File: config.mk
export PLATFORM = sky130hd
export DESIGN_NAME = run_length_to_packed_bits
export DESIGN_NICKNAME = d
export VERILOG_FILES = /design/src/rtl/rlpb_pkg.sv /design/src/rtl/run_length_to_packed_bits.sv
export SDC_FILE = /design/constraint.sdc
export NUM_CORES = 1
export LEC_CHECK = 0
export BUFFER_PORTS_ARGS = -buffer_cell sky130_fd_sc_hd__buf_2
export CAP_MARGIN = 30
export CORE_MARGIN = 8
export CORE_UTILIZATION = 53
export DETAILED_ROUTE_END_ITERATION = 10
export GPL_ROUTABILITY_DRIVEN = 0
export PLACE_DENSITY = 0.72
export SLEW_MARGIN = 15
export SYNTH_ARGS = -nofsm -noshare
export SYNTH_HDL_FRONTEND = slang
export SYNTH_SLANG_ARGS = --single-unit
File: constraint.sdc
create_clock -name clk -period 13.6 [get_ports clk]
set_input_delay 2.04 -clock clk [delete_from_list [all_inputs] [get_ports clk]]
set_output_delay 2.04 -clock clk [all_outputs]
set_load 0.005 [all_outputs]
File: src/rtl/rlpb_pkg.sv
package rlpb_pkg;

  localparam int RUN_BITS = 15;
  localparam int ADDR_BITS = 16;
  localparam int BYTES_BITS = RUN_BITS - 3;
  localparam int CAP_BITS = 16;
  localparam int SUM_BITS = ((ADDR_BITS > CAP_BITS) ? ADDR_BITS : CAP_BITS) + 1;
  localparam int NUM_SLOTS = 4;
  localparam int SLOT_BITS = 2;

  localparam logic [CAP_BITS-1:0] CAP_RESET = 16'd10000;
  localparam logic [31:0] MAX_REPEAT = 32'd4095;
  localparam logic [7:0] FILL_ONES = 8'hFF;
  localparam logic [7:0] FILL_ZEROS = 8'h00;

  typedef enum logic [1:0] {
    KIND_WRITE = 2'd0,
    KIND_FILL = 2'd1,
    KIND_LINE = 2'd2,
    KIND_OVERFLOW = 2'd3
  } kind_t;

  typedef struct packed {
    kind_t kind;
    logic [15:0] addr;
    logic [7:0] value;
    logic [11:0] rep;
    logic last;
  } res_t;

endpackage

File: src/rtl/run_length_to_packed_bits.sv
// Run-length to packed bitmap expander.
// Input channel (in_valid/in_stall) carries one run per word: laser_on,
// run_length and end_of_line. Output channel (out_valid/out_stall) carries
// one result word per handshake: kind, byte_address, byte_value,
// repeat_count and last. The capacity register is written over its own
// channel (cfg_valid/cfg_ready, data on capacity_bytes); cfg_ready is
// always high and the register takes effect for the next run.
// A run is expanded in the cycle it is accepted; its results (zero to
// four) sit in a four-entry result bank and leave one per cycle while the
// receiver does not stall, the first shown in the cycle after acceptance.
// A run with zero or one result is taken every cycle while the receiver
// does not stall; a run with more holds the input while the single output
// port drains the bank; the next is taken in the cycle its last one leaves.
// When the receiver stalls, the current result word holds and the input
// stalls once the bank cannot be emptied in that cycle.
// Synchronous reset empties the bank, clears the partial byte, bit and
// byte positions, and sets the capacity to 10000 bytes.
module run_length_to_packed_bits (
  input  logic                                 clk,
  input  logic                                 rst,
  input  logic                                 cfg_valid,
  output logic                                 cfg_ready,
  input  logic [rlpb_pkg::CAP_BITS-1:0]        capacity_bytes,
  input  logic                                 in_valid,
  output logic                                 in_stall,
  input  logic                                 laser_on,
  input  logic [rlpb_pkg::RUN_BITS-1:0]        run_length,
  input  logic                                 end_of_line,
  output logic                                 out_valid,
  input  logic                                 out_stall,
  output logic [1:0]                           kind,
  output logic [15:0]                          byte_address,
  output logic [7:0]                           byte_value,
  output logic [11:0]                          repeat_count,
  output logic                                 last
);

  localparam int RB = rlpb_pkg::RUN_BITS;
  localparam int AB = rlpb_pkg::ADDR_BITS;
  localparam int BB = rlpb_pkg::BYTES_BITS;
  localparam int SB = rlpb_pkg::SUM_BITS;
  localparam int NS = rlpb_pkg::NUM_SLOTS;

  logic [rlpb_pkg::CAP_BITS-1:0] capacity;
  logic [7:0] partial_byte;
  logic [2:0] bit_position;
  logic [AB-1:0] byte_position;
  logic [NS-1:0] slot_valid;
  rlpb_pkg::res_t bank [NS];

  logic [7:0] partial_byte_next;
  logic [2:0] bit_position_next;
  logic [AB-1:0] byte_position_next;
  logic [NS-1:0] slot_valid_next;
  rlpb_pkg::res_t bank_next [NS];

  logic in_fire, out_fire;
  logic [rlpb_pkg::SLOT_BITS-1:0] sel;
  logic [NS-1:0] slot_left;

  logic head_act, head_full, head_over;
  logic [3:0] avail, take, bp_sum;
  logic [7:0] head_mask, pb_head;
  logic [2:0] bp_head;
  logic [AB-1:0] pos_head;
  logic [RB-1:0] d_rest;
  logic [BB-1:0] bytes;
  logic [2:0] residue;
  logic fill_act, fill_over, res_act;
  logic [7:0] pb_body;
  logic [2:0] bp_body;
  logic [AB-1:0] pos_body;
  logic flush_act, flush_over;
  logic [AB-1:0] pos_flush;

  function automatic logic [7:0] pb_head_raw(input logic on, input logic [7:0] pb,
                                             input logic [7:0] m);
    pb_head_raw = on ? (pb | m) : (pb & ~m);
  endfunction

  assign cfg_ready = 1'b1;

  always_comb begin
    sel = '0;
    for (int i = NS - 1; i >= 0; i--) begin
      if (slot_valid[i]) begin
        sel = rlpb_pkg::SLOT_BITS'(i);
      end
    end
  end

  assign slot_left = slot_valid & ~(NS'(1) << sel);
  assign out_valid = |slot_valid;
  assign out_fire = out_valid && !out_stall;
  assign in_stall = (|slot_valid) && !(out_fire && (slot_left == '0));
  assign in_fire = in_valid && !in_stall;

  assign kind = bank[sel].kind;
  assign byte_address = bank[sel].addr;
  assign byte_value = bank[sel].value;
  assign repeat_count = bank[sel].rep;
  assign last = bank[sel].last;

  always_comb begin
    head_act = (run_length != '0) && (bit_position != 3'd0);
    avail = 4'd8 - {1'b0, bit_position};
    take = (run_length < RB'(avail)) ? 4'(run_length) : avail;
    if (!head_act) begin
      take = 4'd0;
    end
    bp_sum = {1'b0, bit_position} + take;
    head_mask = (8'hFF >> bit_position) & ~(8'hFF >> bp_sum);
    head_full = head_act && (bp_sum == 4'd8);
    head_over = SB'(byte_position) >= SB'(capacity);
    pb_head = laser_on ? (partial_byte | head_mask) : (partial_byte & ~head_mask);
    bp_head = bp_sum[2:0];
    pos_head = byte_position;
    if (head_full) begin
      pb_head = 8'h00;
      bp_head = 3'd0;
      if (!head_over) begin
        pos_head = byte_position + AB'(1);
      end
    end
    d_rest = run_length - RB'(take);

    bytes = d_rest[RB-1:3];
    residue = d_rest[2:0];
    fill_act = bytes != '0;
    fill_over = ((SB'(pos_head) + SB'(bytes)) > SB'(capacity)) ||
                (32'(bytes) > rlpb_pkg::MAX_REPEAT);
    res_act = (residue != 3'd0) && !(fill_act && fill_over);
    pos_body = pos_head;
    if (fill_act && !fill_over) begin
      pos_body = AB'(SB'(pos_head) + SB'(bytes));
    end
    pb_body = pb_head;
    bp_body = bp_head;
    if (res_act) begin
      pb_body = laser_on ? 8'(8'hFF << (4'd8 - {1'b0, residue})) : 8'h00;
      bp_body = residue;
    end

    flush_act = end_of_line && (bp_body != 3'd0);
    flush_over = SB'(pos_body) >= SB'(capacity);
    pos_flush = pos_body;
    if (flush_act && !flush_over) begin
      pos_flush = pos_body + AB'(1);
    end

    if (end_of_line) begin
      partial_byte_next = 8'h00;
      bit_position_next = 3'd0;
      byte_position_next = '0;
    end else begin
      partial_byte_next = pb_body;
      bit_position_next = bp_body;
      byte_position_next = pos_body;
    end

    slot_valid_next = {end_of_line, flush_act, fill_act, head_full};

    bank_next[0].kind = head_over ? rlpb_pkg::KIND_OVERFLOW : rlpb_pkg::KIND_WRITE;
    bank_next[0].addr = 16'(byte_position);
    bank_next[0].value = head_over ? 8'h00 : pb_head_raw(laser_on, partial_byte, head_mask);
    bank_next[0].rep = head_over ? 12'd0 : 12'd1;

    bank_next[1].kind = fill_over ? rlpb_pkg::KIND_OVERFLOW : rlpb_pkg::KIND_FILL;
    bank_next[1].addr = 16'(pos_head);
    bank_next[1].value = (fill_over || !laser_on) ? rlpb_pkg::FILL_ZEROS
                                                  : rlpb_pkg::FILL_ONES;
    bank_next[1].rep = fill_over ? 12'd0 : 12'(bytes);

    bank_next[2].kind = flush_over ? rlpb_pkg::KIND_OVERFLOW : rlpb_pkg::KIND_WRITE;
    bank_next[2].addr = 16'(pos_body);
    bank_next[2].value = flush_over ? 8'h00 : pb_body;
    bank_next[2].rep = flush_over ? 12'd0 : 12'd1;

    bank_next[3].kind = rlpb_pkg::KIND_LINE;
    bank_next[3].addr = 16'(pos_flush);
    bank_next[3].value = 8'h00;
    bank_next[3].rep = 12'd0;

    for (int i = 0; i < NS; i++) begin
      bank_next[i].last = slot_valid_next[i] && ((slot_valid_next >> (i + 1)) == '0);
    end
  end

  always_ff @(posedge clk) begin
    if (rst) begin
      capacity <= rlpb_pkg::CAP_RESET;
      partial_byte <= 8'h00;
      bit_position <= 3'd0;
      byte_position <= '0;
      slot_valid <= '0;
    end else begin
      if (cfg_valid && cfg_ready) begin
        capacity <= capacity_bytes;
      end
      if (in_fire) begin
        partial_byte <= partial_byte_next;
        bit_position <= bit_position_next;
        byte_position <= byte_position_next;
        slot_valid <= slot_valid_next;
      end else if (out_fire) begin
        slot_valid <= slot_left;
      end
    end
  end

  always_ff @(posedge clk) begin
    if (in_fire) begin
      for (int i = 0; i < NS; i++) begin
        bank[i] <= bank_next[i];
      end
    end
  end

  a_eol_result: assert property (@(posedge clk) disable iff (rst)
    in_fire && end_of_line |=> out_valid)
    else $error("end of line accepted without a pending result");

  a_eol_clears: assert property (@(posedge clk) disable iff (rst)
    in_fire && end_of_line |=> bit_position == 3'd0 && byte_position == '0)
    else $error("line state not cleared after end of line");

  a_last_alone: assert property (@(posedge clk) disable iff (rst)
    out_valid && last |-> $onehot(slot_valid))
    else $error("last result shown while more results pend");

  a_more_follow: assert property (@(posedge clk) disable iff (rst)
    out_fire && !last |=> out_valid)
    else $error("result stream ended without last");

  a_one_hole: assert property (@(posedge clk) disable iff (rst)
    bit_position == 3'd0 |-> partial_byte == 8'h00)
    else $error("partial byte holds bits with no bit position");

endmodule
## Word-level counts from Yosys, hierarchy flattened

Memories as Yosys holds them, arrays and structs flattened.
Index checks and enable logic that the tools add are counted.

| word-level totals | value |
|---|---|
| bits in registers | 47 |
| RAM bits | 156 |
| word-level logic and storage cells | 94 |
| memories kept | 1 |

| operators by class | value |
|---|---|
| add/subtract/negate cells | 7 |
| $lt $le $gt $ge | 4 |
| equal/unequal tests | 1 |
| shift operators | 4 |
| mux-type cells | 32 |
| bitwise operators | 7 |
| reduce and logical (&&, ||, !) cells | 33 |

Memory list:

| name | words | width | read ports | clocked after Yosys merged registers in | wr ports | line | source |
|---|---|---|---|---|---|---|---|
| bank | 4 | 39 | 1 | 0 | 4 | run_length_to_packed_bits.sv:49 | `rlpb_pkg::res_t bank [NS];` |

Operators with widths:

| cell | count |
|---|---|
| two-way mux 16 bit | 5 |
| two-way mux 8 bit | 8 |
| adder 16 x 1 -> 16 bit (second input constant) | 2 |
| >= comparator 16 bit | 2 |
| adder 16 x 12 -> 17 bit | 1 |
| greater-than comparator 17 x 16 -> 1 bit | 1 |
| bitwise AND 8 bit | 2 |
| zero test 4 bit | 4 |
| two-way mux 4 bit | 4 |
| inverter 8 bit | 2 |
| less-than comparator 15 x 4 -> 1 bit | 1 |
| nonzero test 15 bit | 1 |
| subtractor 15 x 4 -> 15 bit | 1 |
| logical AND 1 bit | 14 |
| two-way mux 2 bit | 7 |
| two-way mux 12 bit | 1 |
| nonzero test 12 bit | 1 |
| two-way mux 3 bit | 3 |
| nonzero test 3 bit | 3 |
| OR 8 bit | 1 |
| left shift 8 x 4 -> 8 bit (first input constant) | 1 |
| >> shifter 8 x 3 -> 8 bit (first input constant) | 1 |
| >> shifter 8 x 4 -> 8 bit (first input constant) | 1 |
| subtractor 4 x 3 -> 4 bit (first input constant) | 2 |
| other kinds (10) | 19 |

## Longest topological paths before layout

| depth | value |
|---|---|
| depth in word-level cells | 18 |
| mapped depth | 58 |
| gate-level depth less buffers | 54 |

## Worst setup path after synthesis

No wires, ideal clock.

| timing path | value |
|---|---|
| path kind | input port to flip-flop |
| start point | input run_length[2] in the netlist's numbering |
| end point | memory bank[3][36] in the netlist's numbering (data pin) |
| arrival time | 11,767 ps |
| data required time | 13,332 ps |
| path slack | 1,565 ps |
| stages on the path | 52 |
| buffers on the path | 4 |
| cells stage by stage | ha_1 a21o_1 a31oi_1 o2111a_1 buf_4 a21oi_1 or2_2 inv_1 ha_1 a21o_1 a21oi_1 nor2b_1 o21ai_0 nand3_2 clkbuf_1 nor3_2 xnor2_1 ha_1 (+16 left out) o31a_1 buf_6 buf_2 nor2_1 a21o_1 ha_1 nand2b_1 a21o_1 a21o_1 a21o_1 a21o_1 a31oi_1 o21a_1 and2_1 nand4b_2 nand4b_1 nor4b_2 xor2_1 |

RTL lines:

| what | line | source |
|---|---|---|
| start: declaration | run_length_to_packed_bits.sv:27 | `input logic [rlpb_pkg::RUN_BITS-1:0] run_length,` |
| end: declaration | run_length_to_packed_bits.sv:49 |  |

==> results.tsv <==
metric	value	unit
status	complete, no violations	
number of placed instances, taps included	1252	
HPWL after DPL	19900	um
CP endpoint kind	flop	
Peak Freq	77.4	MHz
crit path DAT	13080	ps
WP data required	13770	ps
Critical Path Fanout Max	10	
Post-Syn Area	9780	um^2
Final Critical Period	12910	ps
placed cell areas	10500	um^2
synth top area cells	edfxtp_1, ha_1, dfxtp_1	
Seq/Total Area, Yosys	40.9	%
ANT nets after route	0	
IO Port Bufs	78	
Core Rows	49	
grt ovf	0	
warnings from Yosys	0	
CTS tree	built	
Post-Synthesis Cells	965	
P_sw	0.000492	W
vias in the first global route	7482	
I/O pin count	80	
area grow syn2layout	13.1	%
Peak supply drop	0.0962	mV
top_reg_cell synth	edfxtp_1	
All-Layer GR Usage	22.5	%
via count	7851	
path type of the worst min-delay path	reg -> reg	
# Max-Cap Violations	0	
WL met3	2120	um
Iteration-0 DRC Markers	606	
drt pass-1 iters	6	
antenna violations before repair	0	
final worst slack	687	ps
DR WL met2	12000	um
leakage	4.65	nW
total power	0.00150	W
Yosys reg bits	149	
FILL cells	1535	
worst hold slack	462	ps
most frequent cells in the layout	edfxtp_1, nor2_1, ha_1	
Metal-1 WL	11700	um
Startpoint Class	input port	
DRC Markers	0	
Switching Share	32.9	%
global-route wire length before repair	41800	um
clock buffer depth	2	
Die ar.	23100	um^2
Int Pwr	0.00100	W
pin count of the biggest net entering global routing	66	
Avg Inst Size Synth	10.1	um^2
Distinct cells, synth	73	
clk slew on worst S/H paths	60	ps
Synth area leader	edfxtp_1	
Via density	6.10	
WL/cell	20.5	um
Synth async-reset ratio	0	%
Initial Util	54.3	%
cell area after layout	11100	um^2
Chip Height	152	um
share of layout cells above drive strength 1	17.7	%
core area	18000	um^2
Clock Sinks	149	
fin cells	1287	
Seq pwr share	39.0	%
Final nets	1167	
final hold vios	0	
Logic pwr share	31.1	%
root buffer cell	clkbuf_16	
most common cell after layout, fill and taps aside	edfxtp_1	
number of hold buffers added after CTS	0	
syn_nets	1087	
cell area power density	135	nW/um^2
fin. max-slew vios	0	
slew margin rel.	42.6	%
measured slew at the worst slew-check pin	860	ps
final setup fails	0	
Tcrit/Tclk final	94.9	%
highest metal used	met4	
EDFF count, synth	102	
CTS buffer count	17	
crit-path max cell delay	560	ps
diode count	0	
H-tree levels	4	
die width	152	um
pre-CTS setup slack	264	ps
DRT Wirelength	26400	um
Critical Path Most Common Cell	ha_1	
critical path type	in -> reg	
top-area cell type share of the netlist area	31.3	%
slowest cell on the critical path	fa_1	
clk_lat worst skew	430	ps
clock group share of total power	30.0	%
Final Skew	9.75	ps
[final timing paths]
check | from | to | slack [ps] | cells past startpoint
worst max-delay path | run_length[11] | bank[3][36] | 690 | 47
worst min-delay path | partial_byte[4] | partial_byte[4] | 460 | 2
worst max register to register | bit_position[1] | bank[3][36] | 1310 | 51
worst min register to register | partial_byte[4] | partial_byte[4] | 460 | 2
[metal layers]
metal  GRT usage [%]  up-vias
li1                -     3710
met1            30.4     3719
met2            35.1      380
met3            4.74       42
met4            7.73        0
met5               0        -
[timing repair]
item / 4_1_cts / 5_1_grt
gates resized for setup: 0 / 4
setup endpoints to repair: 0 / 11
setup buffers: 0 / 2
[metrics by stage]
step	setup TNS [ps]	utilization [%]
floorplan	0	-
global placement	0	57.8
detailed placement	0	58.1
CTS	0	61.2
global route	-15.0	61.4
finish	0	61.4
[cells in the mapped netlist, types with 3 or more instances]
master       n
o211ai_1     9
nand2b_1    13
xor2_1      22
and2_1      20
dfxtp_1     47
a211oi_1     7
nor3b_1      4
nor3_1      18
nor4_1      12
a21oi_1     38
mux2i_1     39
nand3b_1     3
or2_2        8
and3_1      19
a2111oi_0    3
nor2_1      99
mux4_2      17
clkbuf_1    30
nand3_1     23
buf_1        5
nand2_1     51
edfxtp_1   102
or3_1        5
o21a_1       6
ha_1        81
fa_1         3
nand4b_1     4
xnor2_1     36
o31ai_1      5
a22o_1       4
a31oi_1     10
a21o_1      17
nor2b_1     11
o22ai_1      5
mux2_2       9
inv_1       62
nand4_1     14
a211o_1      5
o21ai_0     34
a22oi_1     19
[state kept, by name, summed over array words and instances (netlist names)]
register       flops
capacity          16
partial_byte       8
byte_position     16
bit_position       3
slot_valid         4
bank             102
[power by group through the flow]
stage / Sequential [W] / Clock, W / Combinational, W
final: 0.000583 / 0.000448 / 0.000465
after detailed placement: 0.000593 / 0 / 0.000453
after global routing: 0.000589 / 0.000466 / 0.000507
after CTS: 0.000584 / 0.000451 / 0.000458
after floorplan: 0.000582 / 0 / 0.000315
after global placement: 0.000591 / 0 / 0.000446
[cell families (layout without fill, tap and decap cells)]
kind of cell / after synthesis / count (layout) / synth area share [%]
and+or+nand+nor: 320 / 320 / 17.1
AOI/OAI and AO/OA: 184 / 184 / 12.6
DFF: 149 / 149 / 40.9
buffers and inverters: 102 / 195 / 4.09
adders and majority gates: 84 / 84 / 11.0
muxes: 65 / 65 / 8.94
xor gates and xnor gates: 59 / 59 / 5.36
other: 2 / 2 / 0.0768
[layout make-up]
class	instances	area, um^2	area share, %
inverters	62	235	2.13
flip-flops and latches	149	4000	36.2
clock inverters	12	108	0.973
clock buffers	20	447	4.04
multi-input cells	714	5410	48.9
repair buffers	101	577	5.21
well taps	229	287	2.59
[worst max-delay path: cells and delay by family]
kind                     cells  cell delay [ps]
AND/OR/NAND/NOR             17             4210
AO/OA/AOI/OAI               15             3140
adder cells (fa/ha/maj)      6             2010
buffers and inverters        5              740
XOR/XNOR                     3              490
multiplexers                 1              410
(Power assumes the default switching activity.)
